File: src/hw/rtl/baa_pkg.sv
// ----------------------------------------------------------------------------
// Barometric altitude package
// Segment table, field widths and limits shared by the altitude datapath.
// ----------------------------------------------------------------------------
package baa_pkg;

    // Field widths fixed by the interface.
    localparam int PRESS_W = 20;
    localparam int ALT_W   = 25;

    // Input clamp limits, in 1/800 hPa.
    localparam logic [PRESS_W-1:0] PRESS_MIN = 20'd200000;
    localparam logic [PRESS_W-1:0] PRESS_MAX = 20'd900000;

    // Number of segments in the approximation.
    localparam int NSEG = 16;

    // One segment: base pressure in 1/800 hPa, base height in mm, slopes.
    typedef struct packed {
        logic        [19:0] base_p;
        logic signed [24:0] base_h;
        logic signed [14:0] c1;
        logic signed [12:0] c2;
    } t_seg;

    // Segment table, ordered from high pressure to low pressure.
    function automatic t_seg seg_lookup(input logic [3:0] idx);
        t_seg s;
        case (idx)
            4'd0:    s = '{20'd824000, -25'sd138507,  -15'sd5252,  13'sd311};
            4'd1:    s = '{20'd784000,  25'sd280531,  -15'sd5468,  13'sd338};
            4'd2:    s = '{20'd744000,  25'sd717253,  -15'sd5704,  13'sd370};
            4'd3:    s = '{20'd704000,  25'sd1173421, -15'sd5964,  13'sd407};
            4'd4:    s = '{20'd664000,  25'sd1651084, -15'sd6252,  13'sd450};
            4'd5:    s = '{20'd624000,  25'sd2152645, -15'sd6573,  13'sd501};
            4'd6:    s = '{20'd584000,  25'sd2680954, -15'sd6934,  13'sd560};
            4'd7:    s = '{20'd544000,  25'sd3239426, -15'sd7342,  13'sd632};
            4'd8:    s = '{20'd504000,  25'sd3832204, -15'sd7808,  13'sd719};
            4'd9:    s = '{20'd464000,  25'sd4464387, -15'sd8345,  13'sd826};
            4'd10:   s = '{20'd424000,  25'sd5142359, -15'sd8972,  13'sd960};
            4'd11:   s = '{20'd384000,  25'sd5874268, -15'sd9714,  13'sd1131};
            4'd12:   s = '{20'd344000,  25'sd6670762, -15'sd10609, 13'sd1354};
            4'd13:   s = '{20'd304000,  25'sd7546157, -15'sd11711, 13'sd1654};
            4'd14:   s = '{20'd264000,  25'sd8520395, -15'sd13103, 13'sd2072};
            default: s = '{20'd224000,  25'sd9622536, -15'sd14926, 13'sd2682};
        endcase
        return s;
    endfunction

endpackage

File: src/hw/rtl/barometric_altitude_approx_top.sv
// ----------------------------------------------------------------------------
// Barometric altitude, piecewise quadratic
// Converts a pressure sample to altitude above a programmable ground level
// through a five-stage pipeline: segment select, two slope multiplies, the
// quadratic multiply, the sum and base add, then ground subtract and limit.
// ----------------------------------------------------------------------------
//
//  Channel  | Direction | Payload
//  ---------+-----------+---------------------------------------------
//  s_axis   | in        | tdata[19:0] pressure_raw (1/800 hPa)
//  m_axis   | out       | tdata[24:0] altitude_mm (signed mm)
//  cfg      | in        | wr_data[24:0] ground_altitude_mm (signed mm)
//
//  One sample is accepted per cycle while no downstream stall holds the pipeline;
//  each result passes through the five register stages.
//  Every stage holds its own valid bit and fills any bubble ahead of it, so
//  a downstream stall loses and repeats nothing.
//  Reset clears the valid bits and the ground altitude register.
//
module barometric_altitude_approx_top
    import baa_pkg::*;
(
    input  logic        i_clk,
    input  logic        i_rst_n,
    // Configuration
    input  logic        i_cfg_wr_en,
    input  logic [24:0] i_cfg_wr_data,   // [24:0] ground_altitude_mm
    // Input stream
    input  logic        i_s_axis_tvalid,
    output logic        o_s_axis_tready,
    input  logic [23:0] i_s_axis_tdata,  // [19:0] pressure_raw, [23:20] zero
    // Output stream
    output logic        o_m_axis_tvalid,
    input  logic        i_m_axis_tready,
    output logic [31:0] o_m_axis_tdata   // [24:0] altitude_mm, [31:25] zero
);

    localparam logic signed [26:0] OUT_HI =  27'sd11600000;
    localparam logic signed [26:0] OUT_LO = -27'sd11600000;

    // Pipeline registers.
    logic               r1_valid, r2_valid, r3_valid, r4_valid, r5_valid;
    logic signed [17:0] r1_d, r2_d;
    logic signed [14:0] r1_c1;
    logic signed [12:0] r1_c2;
    logic signed [24:0] r1_bh, r2_bh, r3_bh;
    logic signed [31:0] r2_lin, r3_lin;
    logic signed [13:0] r2_qs;
    logic signed [27:0] r3_quad;
    logic signed [25:0] r4_h;
    logic signed [24:0] r5_alt;
    logic signed [24:0] r_ground;

    // Stage enables: a stage loads when empty or when its successor moves.
    logic rdy1, rdy2, rdy3, rdy4, rdy5;

    assign rdy5 = !r5_valid || i_m_axis_tready;
    assign rdy4 = !r4_valid || rdy5;
    assign rdy3 = !r3_valid || rdy4;
    assign rdy2 = !r2_valid || rdy3;
    assign rdy1 = !r1_valid || rdy2;

    assign o_s_axis_tready = rdy1;
    assign o_m_axis_tvalid = r5_valid;
    assign o_m_axis_tdata  = {7'd0, r5_alt};

    // Ground reference register.
    always_ff @(posedge i_clk) begin
        if (!i_rst_n) begin
            r_ground <= '0;
        end else if (i_cfg_wr_en) begin
            r_ground <= i_cfg_wr_data;
        end
    end

    // Stage 1: clamp, segment search and offset from the segment base.
    logic [PRESS_W-1:0] w_raw, w_p;
    logic [3:0]         w_k;
    t_seg               w_seg;
    logic signed [20:0] w_diff;

    assign w_raw = i_s_axis_tdata[PRESS_W-1:0];

    always_comb begin
        if (w_raw < PRESS_MIN) begin
            w_p = PRESS_MIN;
        end else if (w_raw > PRESS_MAX) begin
            w_p = PRESS_MAX;
        end else begin
            w_p = w_raw;
        end
    end

    // The first segment whose base lies at or below the sample wins.
    always_comb begin
        w_k = 4'(NSEG - 1);
        for (int i = NSEG - 2; i >= 0; i--) begin
            if (w_p >= seg_lookup(4'(i)).base_p) begin
                w_k = 4'(i);
            end
        end
    end

    assign w_seg  = seg_lookup(w_k);
    assign w_diff = $signed({1'b0, w_p}) - $signed({1'b0, w_seg.base_p});

    always_ff @(posedge i_clk) begin
        if (rdy1) begin
            r1_d  <= w_diff[17:0];
            r1_c1 <= w_seg.c1;
            r1_c2 <= w_seg.c2;
            r1_bh <= w_seg.base_h;
        end
    end

    // Stage 2: linear term and first factor of the quadratic term.
    logic signed [32:0] w_lin_prod;
    logic signed [32:0] w_lin_sh;
    logic signed [31:0] w_q_prod;
    logic signed [31:0] w_q_sh;

    assign w_lin_prod = r1_c1 * r1_d;
    assign w_lin_sh   = w_lin_prod >>> 1;
    assign w_q_prod   = r1_c2 * r1_d;
    assign w_q_sh     = w_q_prod >>> 14;

    always_ff @(posedge i_clk) begin
        if (rdy2) begin
            r2_lin <= w_lin_sh[31:0];
            r2_qs  <= w_q_sh[13:0];
            r2_d   <= r1_d;
            r2_bh  <= r1_bh;
        end
    end

    // Stage 3: second factor of the quadratic term.
    logic signed [31:0] w_quad_prod;
    logic signed [31:0] w_quad_sh;

    assign w_quad_prod = r2_qs * r2_d;
    assign w_quad_sh   = w_quad_prod >>> 4;

    always_ff @(posedge i_clk) begin
        if (rdy3) begin
            r3_lin  <= r2_lin;
            r3_quad <= w_quad_sh[27:0];
            r3_bh   <= r2_bh;
        end
    end

    // Stage 4: sum the terms, scale and add the segment base height.
    logic signed [32:0] w_sum;
    logic signed [32:0] w_sum_sh;
    logic signed [25:0] w_h;

    assign w_sum    = r3_lin + r3_quad;
    assign w_sum_sh = w_sum >>> 8;
    assign w_h      = $signed(w_sum_sh[25:0]) + r3_bh;

    always_ff @(posedge i_clk) begin
        if (rdy4) begin
            r4_h <= w_h;
        end
    end

    // Stage 5: subtract the ground reference and limit the result.
    logic signed [26:0] w_r;
    logic signed [26:0] w_r_lim;

    assign w_r = r4_h - r_ground;

    always_comb begin
        if (w_r > OUT_HI) begin
            w_r_lim = OUT_HI;
        end else if (w_r < OUT_LO) begin
            w_r_lim = OUT_LO;
        end else begin
            w_r_lim = w_r;
        end
    end

    always_ff @(posedge i_clk) begin
        if (rdy5) begin
            r5_alt <= w_r_lim[24:0];
        end
    end

    // Valid bits travel with the data.
    always_ff @(posedge i_clk) begin
        if (!i_rst_n) begin
            r1_valid <= 1'b0;
            r2_valid <= 1'b0;
            r3_valid <= 1'b0;
            r4_valid <= 1'b0;
            r5_valid <= 1'b0;
        end else begin
            if (rdy1) r1_valid <= i_s_axis_tvalid;
            if (rdy2) r2_valid <= r1_valid;
            if (rdy3) r3_valid <= r2_valid;
            if (rdy4) r4_valid <= r3_valid;
            if (rdy5) r5_valid <= r4_valid;
        end
    end

    // A presented result always lies inside the output limits.
    assert property (@(posedge i_clk) disable iff (!i_rst_n)
        r5_valid |-> (r5_alt <= 25'sd11600000 && r5_alt >= -25'sd11600000))
        else $error("altitude result outside output limits");

    // An accepted sample always occupies the first stage next cycle.
    assert property (@(posedge i_clk) disable iff (!i_rst_n)
        (i_s_axis_tvalid && o_s_axis_tready) |=> r1_valid)
        else $error("accepted sample lost at stage one");

    // Input back-pressure only appears when every stage is full.
    assert property (@(posedge i_clk) disable iff (!i_rst_n)
        !o_s_axis_tready |-> (r1_valid && r2_valid && r3_valid && r4_valid && r5_valid))
        else $error("input stalled while the pipeline has a bubble");

    // A stage-four result moves into the output register when it has room.
    assert property (@(posedge i_clk) disable iff (!i_rst_n)
        (r4_valid && rdy5) |=> r5_valid)
        else $error("result lost between stage four and the output");

endmodule
File: config.mk
export PLATFORM = sky130hd
export DESIGN_NAME = barometric_altitude_approx_top
export DESIGN_NICKNAME = d
export VERILOG_FILES = /design/src/hw/rtl/baa_pkg.sv /design/src/hw/rtl/barometric_altitude_approx_top.sv
export SDC_FILE = /design/constraint.sdc
export NUM_CORES = 2
export LEC_CHECK = 0
export BUFFER_PORTS_ARGS = -buffer_cell sky130_fd_sc_hd__clkbuf_2
export CORE_MARGIN = 10
export CORE_UTILIZATION = 45
export DETAILED_ROUTE_END_ITERATION = 12
export GPL_TIMING_DRIVEN = 1
export PLACE_DENSITY = 0.67
export SETUP_SLACK_MARGIN = 0.15
export SLEW_MARGIN = 25
export SYNTH_ARGS = -nofsm -noshare
export SYNTH_HDL_FRONTEND = slang
export SYNTH_SLANG_ARGS = --single-unit
File: constraint.sdc
create_clock -name i_clk -period 7.98 [get_ports i_clk]
set_input_delay 1.995 -clock i_clk [delete_from_list [all_inputs] [get_ports i_clk]]
set_output_delay 1.995 -clock i_clk [all_outputs]
set_load 0.05 [all_outputs]
==> results.md <==
- Hold Path Class: flip-flop to flip-flop
- Post-synthesis async set-or-reset flop share: 0%
- DRC: 0
- Vias in the first global route: 30770
- Postcts setup bufs: 0
- Cell count after synthesis: approximately 4200
- Worst Path Required: approximately 8.3 ns
- Synth area leaders: fa_1 (33%), edfxtp_1 (21%), ha_1 (9.6%)
- CTS tree: done
- CTS H-tree depth: 2
- Die W: 326.2 microns
- Slew headroom: between 30 and 40%
- Synth Cell Area: 42190 sq um
- Critical path class: flip-flop to flip-flop
- Depth of the most critical reg-to-reg path: 22
- Worst-Skew Late Latency: 0.59 ns
- Setup crit end kind: flip-flop
- Ys Warns: 0
- Via count: 29120
- Placed Instance Area: approximately 44000 sq um
- Total gr overflow: 0
- Final instance area: between 40000 and 50000 sq um
- Seq/Total Area, Yosys: 22.35%
- DP Wirelength: approximately 80 mm
- CTS root buf: clkbuf_16
- Initial Util: 45.28%
- Post-synth EDFFs: roughly 290
- Avg Vias per Cell: ~5.3
- Initial DRT Pass Iterations: 5
- Largest family of logic cells by synthesized area: adder cells
- Layout Nets: about 5300
- Routability cong.: 0.9205
- Crit path max fanout: 18
- Max Clock Skew: 0.04235 ns
- Routed wire length per instance: 17.89 microns
- Crit-path leading delay family: adder cells
- Reg clk slew, reported paths: around 0.060 ns
- Part of the cycle the worst path needs: 92.10%
- Initial antenna violation count: 4
- RSZ-0062 raised after global routing: false
- Max-slew violations: 0
- Die Area: 106400 sq um
- Most used cell, CP: fa_1
- Layout cell share with drive strength beyond 1: under 10%
- Mapped Avg Cell Area: 9.998 sq um
- Bufs and invs on worst path: 5
- Setup TNS: 0 ns
- Critical Path Start Type: flip-flop
- #FFs+latches synth: around 320
- CTS resizes: 0
- Fin crit period: about 7.3 ns
- Adder-cell share of the synthesized area: between 40% and 50%
- Compound-Gate Fraction of Synth Area: 8.553%
- Synth top area share: about a third
- DR iter-0 viols: a little over 2000
- Main synth FF type: edfxtp_1
- Io pins: 88
- Cell breakdown of the critical path: nand2_1 -> fa_1 -> inv_1 -> fa_1 -> inv_1 -> fa_1 -> inv_1 -> fa_1 -> inv_1 -> fa_1 -> inv_1 -> fa_1 -> ha_1 -> and2_1 -> a22o_1 -> a311oi_1 -> nor3_1 -> o41ai_1 -> a31oi_1 -> a21oi_1 -> o21ai_0 -> xor2_1
- Library cells used by synthesis: a little over 90
- Clock Tree Buf Depth: 3
- Core Footprint: between 90000 and 100000 sq um
- Worst Max-Slew Pin Slew: around 1.0 ns
- Post-synthesis simple-gate area fraction: around 15%
- Multiplexer area fraction after synthesis: less than 1%
- Most frequent cells in the layout: inv_1 (732), fa_1 (689), nand2_1 (519), ha_1 (322), and2_1 (312)
- Total track usage: between 10% and 20%
- IO Port Bufs: 76
- Die H: 326.2 microns
- Global-route wire length before repair: between 150 and 200 mm
- Min-Delay Path Depth: 0
- Num CTS Buffers: 38
- Largest net degree at the start of global routing: 86
- Sink Count: about 320
- P&R area growth vs syn: 7.728%
- Max-cap violations: 0
- Area leader, netlist: fa_1
- Hold Buf Count CTS: 0
- Core Rows: 112
- Final ANT Viol Nets: 0
- Final Util: approximately half
- Max stage delay on crit path: about 0.84 ns
- Fillers: ~8500
- Run status: finished clean
- Synth Area in XOR/XNOR: 3.176%
- Ant. Diodes: 0
- Critical-path top delay cell: edfxtp_1
- Worst endpoint data arrival time: between 7 and 8 ns
- Fmax: between 100 and 150 MHz
- DRT Wirelength: slightly below 100 mm
- Commonest non-fill, non-tap cell in the layout: inv_1
- CP Depth: 22
- Final Hold Viols: 0
- Final setup fails: 0
## synthesized netlist by cell type (all sizes together) (23+ instances only)
master	n
nand2b	39
dfxtp	30
fa	689
nand2	522
nor2	135
o21ai	100
and2	313
inv	733
ha	323
nor3	50
clkbuf	156
xnor2	122
a21oi	127
edfxtp	294
o21a	23
mux2i	25
nor2b	51
nand3	50
xor2	31
a21o	53
a31oi	25
## kinds of logic after synthesis
group | after synthesis
flops | 324
simple gates | 1271
buf+inv | 905
xor+xnor | 153
compound gates | 528
mux | 25
fa+ha+maj | 1013
other cells | 1
## per-stage QoR
stage               setup WS, ns  instances  hold WS [ns]
floorplan                 0.5709       4226        0.4003
global route              0.3078       5524        0.3893
CTS                       0.6318       5524        0.3729
detailed placement        0.1985       5455        0.4045
global placement          0.3145       5455        0.4012
finish                    0.6300       5524        0.3771
## state kept, by name, summed over array words and instances, names as in the netlist
register and cells:
r3_lin 32, r3_valid 1, r3_bh 25, r2_lin 32, r_ground 25, o_m_axis_tvalid 1
r1_c2 12, r1_valid 1, r1_c1 14, r1_bh 25, r4_h 26, r3_quad 28
r2_valid 1, r5_alt 25, r2_bh 25, r4_valid 1, r2_d 18, r2_qs 14
r1_d 18
## layer usage
layer  vias up  wire (microns)  track usage (%)
li1      13580               -                -
met1     14680           43050            25.73
met2       698           48120            32.18
met3       163            4674            1.708
met4         2            2984            5.770
met5         -               7                0
## cell type report
cell class	count	area [sq um]	share of cell area (%)
Clock buffer	41	962.2	2.117
Tap cell	1254	1569	3.452
Multi-Input combinational cell	2997	29380	64.64
Inverter	734	2756	6.064
Sequential cell	324	9429	20.74
Clock inverter	28	447.9	0.9855
Timing Repair Buffer	146	909.6	2.001
## final timing paths
path	slack (ns)	endpoint	startpoint
setup / recovery	0.63	r2_lin[29]$_DFFE_PP_	r1_c1[1]$_DFFE_PP_
hold / removal	0.38	r2_bh[6]$_DFFE_PP_	r1_bh[6]$_DFFE_PP_
setup reg to reg	0.63	r2_lin[29]$_DFFE_PP_	r1_c1[1]$_DFFE_PP_
hold reg to reg	0.38	r2_bh[6]$_DFFE_PP_	r1_bh[6]$_DFFE_PP_
Power is not shown: default switching activity piles up to over one toggle a cycle in this logic, so the estimate is an artifact.
